**src/hw/rtl/lcsr_pkg.sv**
```systemverilog
// Shared widths, reset values, request and register codes for the load-cell serial reader.
// Used by lcsr_ctrl, lcsr_datapath and the top level; depends on nothing.
package lcsr_pkg;

    localparam int RAW_W           = 24;
    localparam int WEIGHT_W        = 28;
    localparam int TMO_W           = 16;
    localparam int CPG_W           = 24;
    localparam int SCALE_SHIFT     = 12;
    localparam int DIVD_W          = RAW_W + SCALE_SHIFT;
    localparam int DIV_CNT_W       = $clog2(DIVD_W + 1);
    localparam int SAMPLE_BITS_DEF = 24;
    localparam int CFG_IDX_W       = 1;

    localparam logic [TMO_W-1:0]    TIMEOUT_RESET = 16'd20000;
    localparam logic [CPG_W-1:0]    CPG_RESET     = 24'd52992;
    localparam logic [RAW_W-1:0]    SIGN_FLIP     = 24'h800000;
    localparam logic [WEIGHT_W-1:0] WEIGHT_MAX    = 28'hFFFFFFF;
    localparam logic [TMO_W-1:0]    WAIT_MAX      = 16'hFFFF;

    localparam logic [1:0] REQ_NONE    = 2'd0;
    localparam logic [1:0] REQ_MEASURE = 2'd1;
    localparam logic [1:0] REQ_TARE    = 2'd2;

    localparam logic [CFG_IDX_W-1:0] CFG_TIMEOUT = 1'b0;
    localparam logic [CFG_IDX_W-1:0] CFG_CPG     = 1'b1;

    typedef struct packed {
        logic step;
        logic div_run;
        logic out_load;
    } t_cmd;

    typedef struct packed {
        logic need_div;
        logic div_done;
    } t_stat;

endpackage

```
**src/hw/rtl/lcsr_ctrl.sv**
```systemverilog
// Sequencer of the load-cell serial reader: input handshake, divider wait, output register.
// Depends on lcsr_pkg; drives the command struct into lcsr_datapath.
module lcsr_ctrl (
    input  logic           i_clk,
    input  logic           i_rst_n,
    input  logic           i_in_valid,
    output logic           o_in_ready,
    output logic           o_out_valid,
    input  logic           i_out_ready,
    input  lcsr_pkg::t_stat i_stat,
    output lcsr_pkg::t_cmd  o_cmd
);

    typedef enum logic [1:0] {
        S_IDLE,
        S_DIV,
        S_PUSH
    } t_state;

    t_state r_state;
    logic   r_out_valid;

    always_comb begin
        o_in_ready     = (r_state == S_IDLE);
        o_cmd.step     = (r_state == S_IDLE) && i_in_valid;
        o_cmd.div_run  = (r_state == S_DIV);
        o_cmd.out_load = (r_state == S_PUSH) && (!r_out_valid || i_out_ready);
    end

    assign o_out_valid = r_out_valid;

    always_ff @(posedge i_clk) begin
        if (!i_rst_n) begin
            r_state     <= S_IDLE;
            r_out_valid <= 1'b0;
        end else begin
            case (r_state)
                S_IDLE: begin
                    if (o_cmd.step) begin
                        r_state <= i_stat.need_div ? S_DIV : S_PUSH;
                    end
                end
                S_DIV: begin
                    if (i_stat.div_done) begin
                        r_state <= S_PUSH;
                    end
                end
                S_PUSH: begin
                    if (o_cmd.out_load) begin
                        r_state <= S_IDLE;
                    end
                end
                default: begin
                    r_state <= S_IDLE;
                end
            endcase
            if (o_cmd.out_load) begin
                r_out_valid <= 1'b1;
            end else if (i_out_ready) begin
                r_out_valid <= 1'b0;
            end
        end
    end

endmodule

```
**src/hw/rtl/lcsr_datapath.sv**
```systemverilog
// Datapath of the load-cell serial reader: tick state, config registers, tare,
// serial restoring divider and output register. Depends on lcsr_pkg.
module lcsr_datapath #(
    parameter int SAMPLE_BITS = lcsr_pkg::SAMPLE_BITS_DEF
) (
    input  logic                               i_clk,
    input  logic                               i_rst_n,
    input  lcsr_pkg::t_cmd                     i_cmd,
    output lcsr_pkg::t_stat                    o_stat,
    input  logic [1:0]                         i_req_type,
    input  logic                               i_dt_level,
    input  logic                               i_cfg_wr,
    input  logic [lcsr_pkg::CFG_IDX_W-1:0]     i_cfg_index,
    input  logic [lcsr_pkg::CPG_W-1:0]         i_cfg_data,
    output logic                               o_sck_level,
    output logic                               o_busy_res,
    output logic                               o_done_res,
    output logic                               o_was_tare,
    output logic                               o_timed_out,
    output logic [lcsr_pkg::RAW_W-1:0]         o_raw_offset,
    output logic [lcsr_pkg::WEIGHT_W-1:0]      o_weight_q4
);

    localparam int PW = $clog2(SAMPLE_BITS + 1);
    localparam int RW = lcsr_pkg::RAW_W;
    localparam int DW = lcsr_pkg::DIVD_W;

    typedef enum logic [1:0] {
        PH_IDLE,
        PH_WAIT,
        PH_CLOCK
    } t_phase;

    t_phase                          r_phase;
    logic [lcsr_pkg::TMO_W-1:0]      r_wait_cnt;
    logic [PW-1:0]                   r_pulse_cnt;
    logic [RW-1:0]                   r_shift;
    logic [RW-1:0]                   r_tare;
    logic                            r_pend_tare;
    logic                            r_clk_hi;
    logic [lcsr_pkg::TMO_W-1:0]      r_timeout;
    logic [lcsr_pkg::CPG_W-1:0]      r_cpg;

    t_phase                          n_phase;
    logic [lcsr_pkg::TMO_W-1:0]      n_wait_cnt;
    logic [PW-1:0]                   n_pulse_cnt;
    logic [RW-1:0]                   n_shift;
    logic [RW-1:0]                   n_tare;
    logic                            n_pend_tare;
    logic                            n_clk_hi;

    logic                            s_start;
    t_phase                          s_phase;
    logic                            s_tare_req;
    logic [lcsr_pkg::TMO_W-1:0]      s_wait;
    logic [lcsr_pkg::TMO_W-1:0]      s_wait_inc;
    logic                            s_sck;
    logic                            s_fin;
    logic                            s_tmo;
    logic [RW-1:0]                   s_raw;
    logic                            s_need_div;
    logic [RW-1:0]                   s_diff;

    logic                            r_w_sck;
    logic                            r_w_busy;
    logic                            r_w_done;
    logic                            r_w_tare;
    logic                            r_w_tmo;
    logic [RW-1:0]                   r_w_raw;
    logic                            r_w_div;

    logic [lcsr_pkg::CPG_W-1:0]      r_rem;
    logic [DW-1:0]                   r_quo;
    logic [lcsr_pkg::DIV_CNT_W-1:0]  r_div_cnt;
    logic [lcsr_pkg::CPG_W:0]        d_trial;
    logic [lcsr_pkg::CPG_W:0]        d_sub;
    logic                            d_ge;
    logic [lcsr_pkg::WEIGHT_W-1:0]   d_weight;

    logic                            r_o_sck;
    logic                            r_o_busy;
    logic                            r_o_done;
    logic                            r_o_tare;
    logic                            r_o_tmo;
    logic [RW-1:0]                   r_o_raw;
    logic [lcsr_pkg::WEIGHT_W-1:0]   r_o_weight;

    always_comb begin
        s_start    = (r_phase == PH_IDLE) &&
                     ((i_req_type == lcsr_pkg::REQ_MEASURE) ||
                      (i_req_type == lcsr_pkg::REQ_TARE));
        s_phase    = s_start ? PH_WAIT : r_phase;
        s_tare_req = s_start ? (i_req_type == lcsr_pkg::REQ_TARE) : r_pend_tare;
        s_wait     = s_start ? '0 : r_wait_cnt;
        s_wait_inc = (s_wait < lcsr_pkg::WAIT_MAX) ? s_wait + 1'b1 : s_wait;

        n_phase     = s_phase;
        n_wait_cnt  = s_wait;
        n_pulse_cnt = r_pulse_cnt;
        n_shift     = r_shift;
        n_tare      = r_tare;
        n_pend_tare = s_tare_req;
        n_clk_hi    = r_clk_hi;
        s_sck       = 1'b0;
        s_fin       = 1'b0;
        s_tmo       = 1'b0;
        s_raw       = '0;

        case (s_phase)
            PH_WAIT: begin
                if (!i_dt_level) begin
                    n_phase     = PH_CLOCK;
                    n_pulse_cnt = '0;
                    n_clk_hi    = 1'b0;
                    n_shift     = '0;
                end else begin
                    n_wait_cnt = s_wait_inc;
                    if (s_wait_inc >= r_timeout) begin
                        s_fin = 1'b1;
                        s_tmo = 1'b1;
                    end
                end
            end
            PH_CLOCK: begin
                if (!r_clk_hi) begin
                    s_sck    = 1'b1;
                    n_clk_hi = 1'b1;
                    if (r_pulse_cnt < PW'(SAMPLE_BITS)) begin
                        n_shift = {r_shift[RW-2:0], i_dt_level};
                    end
                end else begin
                    n_clk_hi    = 1'b0;
                    n_pulse_cnt = r_pulse_cnt + 1'b1;
                    if (r_pulse_cnt >= PW'(SAMPLE_BITS)) begin
                        s_fin = 1'b1;
                        s_raw = r_shift ^ lcsr_pkg::SIGN_FLIP;
                    end
                end
            end
            default: begin
            end
        endcase

        if (s_fin) begin
            n_phase     = PH_IDLE;
            n_pend_tare = 1'b0;
            n_clk_hi    = 1'b0;
            if (s_tare_req) begin
                n_tare = s_raw;
            end
        end

        s_diff     = s_raw - r_tare;
        s_need_div = s_fin && !s_tare_req && (s_raw > r_tare);
    end

    always_comb begin
        d_trial  = {r_rem, r_quo[DW-1]};
        d_ge     = (d_trial >= {1'b0, r_cpg});
        d_sub    = d_trial - {1'b0, r_cpg};
        d_weight = (r_quo[DW-1:lcsr_pkg::WEIGHT_W] != '0) ? lcsr_pkg::WEIGHT_MAX
                                                          : r_quo[lcsr_pkg::WEIGHT_W-1:0];
    end

    assign o_stat.need_div = s_need_div;
    assign o_stat.div_done = (r_div_cnt == '0);

    always_ff @(posedge i_clk) begin
        if (!i_rst_n) begin
            r_phase     <= PH_IDLE;
            r_wait_cnt  <= '0;
            r_pulse_cnt <= '0;
            r_shift     <= '0;
            r_tare      <= '0;
            r_pend_tare <= 1'b0;
            r_clk_hi    <= 1'b0;
            r_timeout   <= lcsr_pkg::TIMEOUT_RESET;
            r_cpg       <= lcsr_pkg::CPG_RESET;
            r_div_cnt   <= '0;
        end else begin
            if (i_cfg_wr) begin
                case (i_cfg_index)
                    lcsr_pkg::CFG_TIMEOUT: r_timeout <= i_cfg_data[lcsr_pkg::TMO_W-1:0];
                    lcsr_pkg::CFG_CPG:     r_cpg     <= i_cfg_data;
                    default: begin
                    end
                endcase
            end
            if (i_cmd.step) begin
                r_phase     <= n_phase;
                r_wait_cnt  <= n_wait_cnt;
                r_pulse_cnt <= n_pulse_cnt;
                r_shift     <= n_shift;
                r_tare      <= n_tare;
                r_pend_tare <= n_pend_tare;
                r_clk_hi    <= n_clk_hi;
                if (s_need_div) begin
                    r_div_cnt <= lcsr_pkg::DIV_CNT_W'(DW);
                end
            end else if (i_cmd.div_run && (r_div_cnt != '0)) begin
                r_div_cnt <= r_div_cnt - 1'b1;
            end
        end
    end

    always_ff @(posedge i_clk) begin
        if (i_cmd.step) begin
            r_w_sck  <= s_sck;
            r_w_busy <= (n_phase != PH_IDLE);
            r_w_done <= s_fin;
            r_w_tare <= s_fin && s_tare_req;
            r_w_tmo  <= s_tmo;
            r_w_raw  <= s_raw;
            r_w_div  <= s_need_div;
            r_rem    <= '0;
            r_quo    <= {s_diff, {lcsr_pkg::SCALE_SHIFT{1'b0}}};
        end else if (i_cmd.div_run && (r_div_cnt != '0)) begin
            r_rem <= d_ge ? d_sub[lcsr_pkg::CPG_W-1:0] : d_trial[lcsr_pkg::CPG_W-1:0];
            r_quo <= {r_quo[DW-2:0], d_ge};
        end
        if (i_cmd.out_load) begin
            r_o_sck    <= r_w_sck;
            r_o_busy   <= r_w_busy;
            r_o_done   <= r_w_done;
            r_o_tare   <= r_w_tare;
            r_o_tmo    <= r_w_tmo;
            r_o_raw    <= r_w_raw;
            r_o_weight <= r_w_div ? d_weight : '0;
        end
    end

    assign o_sck_level  = r_o_sck;
    assign o_busy_res   = r_o_busy;
    assign o_done_res   = r_o_done;
    assign o_was_tare   = r_o_tare;
    assign o_timed_out  = r_o_tmo;
    assign o_raw_offset = r_o_raw;
    assign o_weight_q4  = r_o_weight;

endmodule

```
**src/hw/rtl/load_cell_adc_serial_reader_unit.sv**
```systemverilog
// Top level of the load-cell converter serial reader.
// Depends on lcsr_pkg, lcsr_ctrl and lcsr_datapath.
//
// Each input word is one microsecond tick: request code (plain, measure, tare) and
// the sampled data-line level. Each tick yields exactly one output word with the
// clock level to drive, busy, done and, on done, the offset-binary reading and
// the weight in sixteenths of a gram. A measure or tare waits for the data line
// to go low (or times out), then runs SAMPLE_BITS+1 clock pulses of two ticks each.
// A tick that needs no division goes straight from accept to the output load.
// The tick that finishes a measure with a reading above tare runs the serial
// restoring divider, one quotient bit per cycle over 36 bits.
// One tick is in work at a time; the next is accepted once the current word
// sits in the output register.
// Configuration: write channel, index 0 timeout in ticks, index 1 counts per gram
// (Q8); always ready, write only while no tick is in work.
// Reset (synchronous, active low): reader idle, tare zero, registers at defaults,
// no output word. A stalled receiver holds the output word; one further tick is
// processed and held until the output register frees.
module load_cell_adc_serial_reader_unit #(
    parameter int SAMPLE_BITS = lcsr_pkg::SAMPLE_BITS_DEF
) (
    input  logic                               i_clk,
    input  logic                               i_rst_n,
    input  logic                               i_in_valid,
    output logic                               o_in_ready,
    input  logic [1:0]                         i_req_type,
    input  logic                               i_dt_level,
    output logic                               o_out_valid,
    input  logic                               i_out_ready,
    output logic                               o_sck_level,
    output logic                               o_busy_res,
    output logic                               o_done_res,
    output logic                               o_was_tare,
    output logic                               o_timed_out,
    output logic [lcsr_pkg::RAW_W-1:0]         o_raw_offset,
    output logic [lcsr_pkg::WEIGHT_W-1:0]      o_weight_q4,
    input  logic                               i_cfg_valid,
    output logic                               o_cfg_ready,
    input  logic [lcsr_pkg::CFG_IDX_W-1:0]     i_cfg_index,
    input  logic [lcsr_pkg::CPG_W-1:0]         i_cfg_data
);

    lcsr_pkg::t_cmd  cmd;
    lcsr_pkg::t_stat stat;

    assign o_cfg_ready = 1'b1;

    lcsr_ctrl u_ctrl (
        .i_clk       (i_clk),
        .i_rst_n     (i_rst_n),
        .i_in_valid  (i_in_valid),
        .o_in_ready  (o_in_ready),
        .o_out_valid (o_out_valid),
        .i_out_ready (i_out_ready),
        .i_stat      (stat),
        .o_cmd       (cmd)
    );

    lcsr_datapath #(
        .SAMPLE_BITS (SAMPLE_BITS)
    ) u_datapath (
        .i_clk        (i_clk),
        .i_rst_n      (i_rst_n),
        .i_cmd        (cmd),
        .o_stat       (stat),
        .i_req_type   (i_req_type),
        .i_dt_level   (i_dt_level),
        .i_cfg_wr     (i_cfg_valid),
        .i_cfg_index  (i_cfg_index),
        .i_cfg_data   (i_cfg_data),
        .o_sck_level  (o_sck_level),
        .o_busy_res   (o_busy_res),
        .o_done_res   (o_done_res),
        .o_was_tare   (o_was_tare),
        .o_timed_out  (o_timed_out),
        .o_raw_offset (o_raw_offset),
        .o_weight_q4  (o_weight_q4)
    );

    a_tmo_raw_zero: assert property (@(posedge i_clk) disable iff (!i_rst_n)
        (o_out_valid && o_timed_out) |-> (o_raw_offset == '0 && o_done_res))
        else $error("timed-out word carries a nonzero reading");

    a_tare_no_weight: assert property (@(posedge i_clk) disable iff (!i_rst_n)
        (o_out_valid && o_was_tare) |-> (o_weight_q4 == '0 && o_done_res))
        else $error("tare word carries a weight");

    a_idle_word_clear: assert property (@(posedge i_clk) disable iff (!i_rst_n)
        (o_out_valid && !o_done_res) |->
        (o_raw_offset == '0 && o_weight_q4 == '0 && !o_was_tare && !o_timed_out))
        else $error("result fields set without done");

    a_done_not_busy: assert property (@(posedge i_clk) disable iff (!i_rst_n)
        (o_out_valid && o_done_res) |-> !o_busy_res)
        else $error("busy set on the finishing tick");

endmodule
```
**config.mk**
```make
export PLATFORM = sky130hd
export DESIGN_NAME = load_cell_adc_serial_reader_unit
export DESIGN_NICKNAME = d
export VERILOG_FILES = /design/src/hw/rtl/lcsr_pkg.sv /design/src/hw/rtl/lcsr_ctrl.sv /design/src/hw/rtl/lcsr_datapath.sv /design/src/hw/rtl/load_cell_adc_serial_reader_unit.sv
export SDC_FILE = /design/constraint.sdc
export NUM_CORES = 1
export LEC_CHECK = 0
export ABC_AREA = 1
export BUFFER_PORTS_ARGS = -buffer_cell sky130_fd_sc_hd__buf_4
export CORE_MARGIN = 5
export CORE_UTILIZATION = 30
export DETAILED_ROUTE_END_ITERATION = 10
export SYNTH_ARGS = -nofsm -noshare
export SYNTH_HDL_FRONTEND = slang
export SYNTH_HIERARCHICAL = 1
export SYNTH_SLANG_ARGS = --single-unit
```
**constraint.sdc**
```tcl
create_clock -name i_clk -period 5.4 [get_ports i_clk]
set_input_delay 0.81 -clock i_clk [delete_from_list [all_inputs] [get_ports i_clk]]
set_output_delay 0.81 -clock i_clk [all_outputs]
set_load 0.1 [all_outputs]
```
==> results of run 1 <==
## cell type report
cell class                 count  area, µm²  share of cell area [%]
clock buffer                  45      899.6                   5.467
clock inverter                11      145.1                  0.8820
inverter                     273       1025                   6.227
multi-input combinational   1204       6342                   38.54
sequential                   269       6496                   39.48
tap                          607      759.5                   4.615
timing repair buffer         105      788.3                   4.790
## path summary, 6_finish.rpt
path / startpoint / end / slack [ns]
min reg2reg: u_datapath/r_w_sck$_SDFFCE_PP0P_ / u_datapath/o_sck_level$_DFFE_PP_ / 0.41
max: i_req_type[1] / u_datapath/r_tare[18]$_SDFFE_PN0P_ / 0.97
min: u_datapath/r_w_sck$_SDFFCE_PP0P_ / u_datapath/o_sck_level$_DFFE_PP_ / 0.41
max reg2reg: u_datapath/r_phase[0]$_SDFFE_PN0P_ / u_datapath/r_tare[18]$_SDFFE_PN0P_ / 1.18
## stage by stage
stage	total power, mW	setup slack [ns]
4_1_cts	5.040	1.005
5_1_grt	5.174	0.5434
6_report	4.964	0.9695
3_3_place_gp	2.892	0.4623
2_1_floorplan	2.743	0.1076
3_5_place_dp	2.898	0.3975
## worst max-delay path: cells and delay by family
kind | cells | cell delay, ns
and+or+nand+nor | 17 | 2.21
adders and majority gates | 3 | 0.84
AOI/OAI and AO/OA | 2 | 0.46
buffers and inverters | 5 | 0.53
## state kept, by name, indices dropped and copies added (netlist names), 2 cells and up
name and cells:
u_datapath/r_cpg 24, u_ctrl/r_state 2, u_datapath/r_w_raw 24, u_datapath/r_rem 24, u_datapath/r_shift 24, u_datapath/o_weight_q4 28, u_datapath/r_div_cnt 6, u_datapath/o_raw_offset 24
u_datapath/r_phase 2, u_datapath/r_tare 24, u_datapath/r_pulse_cnt 5, u_datapath/r_timeout 16, u_datapath/r_wait_cnt 16, u_datapath/r_quo 36
## cells in the mapped netlist, types with 4 or more instances
master      n
nor3_1     16
ha_1       69
inv_1     267
a211oi_1   14
o21bai_1    6
a21oi_1   194
buf_4       5
xor2_1     17
o21ai_0   118
a21o_1      4
o22ai_1    25
edfxtp_1  111
buf_2      10
nand2_1   375
a22oi_1     7
o211ai_1   14
dfxtp_1   158
nor2_2      5
a21boi_0    5
nor2_1    165
xnor2_1    15
clkbuf_1   42
nand3_1    75
nand3b_1    7
nand4_1    28
nand2_2    17
inv_2       6
## power groups by stage
stage          Clock (mW)  Combinational [mW]  Sequential [mW]
6_report             2.11               0.606             2.24
5_1_grt              2.27               0.656             2.25
4_1_cts              2.18               0.610             2.25
3_5_place_dp            0               0.608             2.29
3_3_place_gp            0               0.605             2.29
2_1_floorplan           0               0.259             2.48
## metal layers
layer / track usage, % / wire length [µm] / part of all wire, %
met1: 18.66 / 16960 / 46
met2: 24.25 / 17420 / 47
met3: 2.424 / 1880 / 5.1
met4: 3.318 / 785 / 2.1
met5: 0 / 0 / 0
## cell usage in the layout, fill, tap and decap left out, types with 4 or more instances in the layout
cell type / Yosys / routed
nand2_1: 375 / 374
inv_1: 267 / 267
a21oi_1: 194 / 194
nor2_1: 165 / 164
dfxtp_1: 158 / 158
o21ai_0: 118 / 118
edfxtp_1: 111 / 111
buf_4: 5 / 105
nand3_1: 75 / 74
ha_1: 69 / 69
clkbuf_16: 0 / 31
nand4_1: 28 / 28
o22ai_1: 25 / 25
nand2_2: 17 / 18
xor2_1: 17 / 17
xnor2_1: 15 / 15
a211oi_1: 14 / 14
o211ai_1: 14 / 14
nor3_1: 16 / 13
clkbuf_8: 0 / 7
nand3b_1: 7 / 7
a22oi_1: 7 / 7
clkbuf_1: 42 / 6
nor3_2: 3 / 6
nor2_2: 5 / 6
inv_2: 6 / 6
o21bai_1: 6 / 6
a21boi_0: 5 / 5
clkinv_2: 0 / 4
a21o_1: 4 / 4
## cell families after synthesis
group | Yosys count | synth area share (%)
AO/OA/AOI/OAI | 396 | 15.29
flip-flops | 269 | 45.98
buffers and inverters | 336 | 9.307
adder cells (fa/ha/maj) | 71 | 6.394
XOR/XNOR | 32 | 1.984
AND/OR/NAND/NOR | 704 | 21.02
other | 1 | 0.02654
==> flow_summary.ini, run 1 <==
[cts]
cts_root_buf = clkbuf_16
cts_max_level = 1
clock-sinks = 269
hold_buffers = 0
cts_buffer_depth = 3
post_cts_buffers = 0
cts_resized = 0
clk_latency_ns = 0.58
clk_transition_reported_paths_ns = 0.06
cts_buffers = 30
cts_tree = built

[worst_setup_path]
cp_max_fo = 26
cp-start-kind = primary input
path_common_cell = nand2_1
worst-setup-path-type = in2reg
crit_path_end_kind = flop
slowest_delay_ns = 0.38
crit_slowest_cell = nand2_2
cp_data_arrival_time_ns = 4.91
required_ns = 5.87
reg2reg_depth = 25

[global_routing]
grt-ovfl-total = 0
grt_usage_pct = 14.10
grt_pass1_vias = 11810
antenna_found_initial = 0
grt_max_degree = 63
grt_pass1_wl_mm = 60.22

[worst_hold_path]
holdPathStages = 0
hold_class = reg2reg

[power_and_ir_drop]
peakVddDrop_mv = 0.2070
switching_share_pct = 27.43
power.density_nw_per_um2 = 301.6
seqPwrFrac_pct = 45.2
switchingPower_mw = 1.361
power.leakage_nw = 7.173
pwr-share-clk_pct = 42.6
p_int_mw = 3.602
power_frac_comb_pct = 12.2

[synthesis]
synthTopCellsByArea = edfxtp_1 (24%), dfxtp_1 (22%), nand2_1 (10%), inv_1 (7.1%), a21oi_1 (6.9%)
yosysUniqueCellTypes = 44
yosys_most_used_dff = dfxtp_1
syn_inst = 1809
avgSynthCellArea_um2 = 7.810
ys_ff_latch = 269
ys_async_sr_fraction_pct = 0
synth_area_um2 = 14130
ys_seq_area_share_pct = 45.98
yosysWarnings = 6
netlist.area_leader.share_pct = 23.59
synth_top_area_cell = edfxtp_1
syn-num-nets = 1913
synth_edf_count = 111

[placed_design]
hpwl_mm = 27.22
place_area_um2 = 15410
dp_cells = 2458
place_congestion = 0.8914
numPortBuffers = 91

[run_status]
status = complete, no violations

[cells_and_area]
drive_above_1_share_pct = 10.49
stdcell_count = 2514
final_nets = 1987
diodes = 0
nFillCells = 4865
fin_area_um2 = 16460
syn2layout_area_growth_pct = 16.47
post-route-util_pct = 35.35

[run]
drv_cap = 0

[floorplanning]
core_region_area_um2 = 46560
start_util_pct = 30.35
die_h_um = 227.0
die_w_um = 227.0
fp.dieArea_um2 = 51540
rows = 79
io_pins = 93

[routing]
drtIter0Drc = 748
firstDrtPassIters = 5
vias = 12020
drcViolationCount = 0
detail-route-antenna-nets = 0
postRouteWirelength_mm = 37.04
post_drt_wl_per_cell_um = 14.73
vias_per_cell = 4.782

[timing]
fmax_ghz = 0.2257
fin_crit_ns = 4.431
finalHoldWorstSlack_ns = 0.4119
setup_viol = 0
skew_ns = 0.01717
finalHoldViolCount = 0
final.setup.tns_ns = 0
worst_pin_slew_ns = 1.032
relSlewSlack_pct = 31.03
finalMaxSlewViolations = 0
rsz0062_at_grt = no
fin_crit_sh_pct = 82.05
No activity file was read; power rests on OpenSTA's default activity.
==> inputs of run 2 (changes only) <==
Clock period 5.4 ns to 4.4 ns, I/O delays scaled along.
==> flow_summary.ini, run 2 (synthesized netlist as in run 1, its figures left out) <==
[run_status]
status = complete, no violations

[cts]
hold_buffers = 0
clock-sinks = 269
clk_transition_reported_paths_ns = 0.06
post_cts_buffers = 0
cts_resized = 0
cts_buffers = 34
cts_tree = built
cts_buffer_depth = 3
cts_max_level = 2
cts_root_buf = clkbuf_16
clk_latency_ns = 0.56

[worst_setup_path]
cp-start-kind = primary input
crit_slowest_cell = nor3_2
cp_max_fo = 34
crit_family = simple AND/OR/NAND/NOR gates
critical_path_buf_inv_count = 6
worst-setup-path-type = in2reg
slowest_delay_ns = 0.31
required_ns = 4.89
crit_path_end_kind = flop
crit_chain = buf_4, inv_1, ha_1, inv_1, nand2_1, inv_1, nor2_1, ha_1, nand4_1, nor3_2, nand2_2, buf_4, nand2_2, ha_1, a21oi_1, o21ai_0, a21oi_1, nand2_1, nand2_1, nand2_2, nand2_2, buf_12, o21ai_0, a21oi_1
cp_data_arrival_time_ns = 4.35
path_common_cell = nand2_2

[timing]
fin_crit_ns = 3.864
final.setup.tns_ns = 0
setup_viol = 0
rsz0062_at_grt = no
relSlewSlack_pct = 30.30
fmax_ghz = 0.2588
finalHoldViolCount = 0
worst_pin_slew_ns = 1.043
finalMaxSlewViolations = 0
skew_ns = 0.01933
finalHoldWorstSlack_ns = 0.3440
fin_crit_sh_pct = 87.81

[global_routing]
grt_pass1_vias = 11700
grt_max_degree = 63
grt_pass1_wl_mm = 61.11
grt-ovfl-total = 0
grt_usage_pct = 14.53
antenna_found_initial = 0

[cells_and_area]
diodes = 0
final_nets = 1999
nFillCells = 4850
final_common_cell = nand2_1
seqCellArea_um2 = 6496
layout_common_cells = nand2_1 (374), inv_1 (267), a21oi_1 (194)
syn2layout_area_growth_pct = 17.60
multi_input_area_um2 = 6350
fin_area_um2 = 16610
drive_above_1_share_pct = 10.98
largest_register = u_datapath/r_quo
largest_reg_flops = 36
post-route-util_pct = 35.69

[routing]
drcViolationCount = 0
drtIter0Drc = 740
firstDrtPassIters = 5
vias_per_cell = 4.799
vias = 12130
post_drt_wl_per_cell_um = 14.89
detail-route-antenna-nets = 0
postRouteWirelength_mm = 37.65

[placed_design]
place_congestion = 0.9069
hpwl_mm = 27.41
place_area_um2 = 15490
numPortBuffers = 91

[floorplanning]
rows = 79
fp.dieArea_um2 = 51540
io_pins = 93
die_w_um = 227.0
start_util_pct = 30.35
core_region_area_um2 = 46560
die_h_um = 227.0

[worst_hold_path]
hold_class = in2reg

[power_and_ir_drop]
peakVddDrop_mv = 0.2132
power.density_nw_per_um2 = 376.0
power.leakage_nw = 7.241

[run]
drv_cap = 0
run 2: per-layer routing:
layer	wire length, µm	track usage, %
met4	857	4.919
met1	16920	18.67
met3	1916	2.605
met2	17960	24.83
met5	0	0
run 2: final timing paths:
| path | start | end | slack, ns | cells after the start |
|---|---|---|---|---|
| max | i_req_type[0] | u_datapath/r_tare[15]$_SDFFE_PN0P_ | 0.54 | 24 |
| min | i_cfg_data[10] | u_datapath/r_cpg[10]$_SDFFE_PN1P_ | 0.34 | 3 |
| max reg2reg | u_datapath/r_phase[0]$_SDFFE_PN0P_ | u_datapath/r_tare[15]$_SDFFE_PN0P_ | 0.62 | 21 |
| min reg2reg | u_datapath/r_w_sck$_SDFFCE_PP0P_ | u_datapath/o_sck_level$_DFFE_PP_ | 0.40 | 0 |
run 2: tightest hold or removal path, stage by stage:
cell	delay [ns]
buf_4	0.09
nand2_1	0.05
o211ai_1	0.07
run 2: where the power goes:
group	switching, mW	leakage [nW]	internal [mW]
clock network	1.18	0.546	1.56
registers	0.0391	2.36	2.72
logic	0.582	4.33	0.169
total	1.80	7.24	4.45
run 2: layout make-up:
cell class                 instances  area share [%]
sequential                       269           39.10
multi-input combinational       1204           38.22
inverter                         273           6.168
clock buffer                      42           5.422
timing repair buffer             113           5.181
tap                              607           4.571
clock inverter                    20           1.340
run 2: stage by stage:
| stage | power, mW | setup slack, ns | instances |
|---|---|---|---|
| after floorplan | 3.364 | 0.3574 | 1809 |
| after global placement | 3.555 | 0.1928 | 2466 |
| after detailed placement | 3.566 | 0.002962 | 2466 |
| after CTS | 6.365 | 0.5779 | 2528 |
| after global routing | 6.539 | 0.09135 | 2528 |
| final | 6.248 | 0.5363 | 2528 |
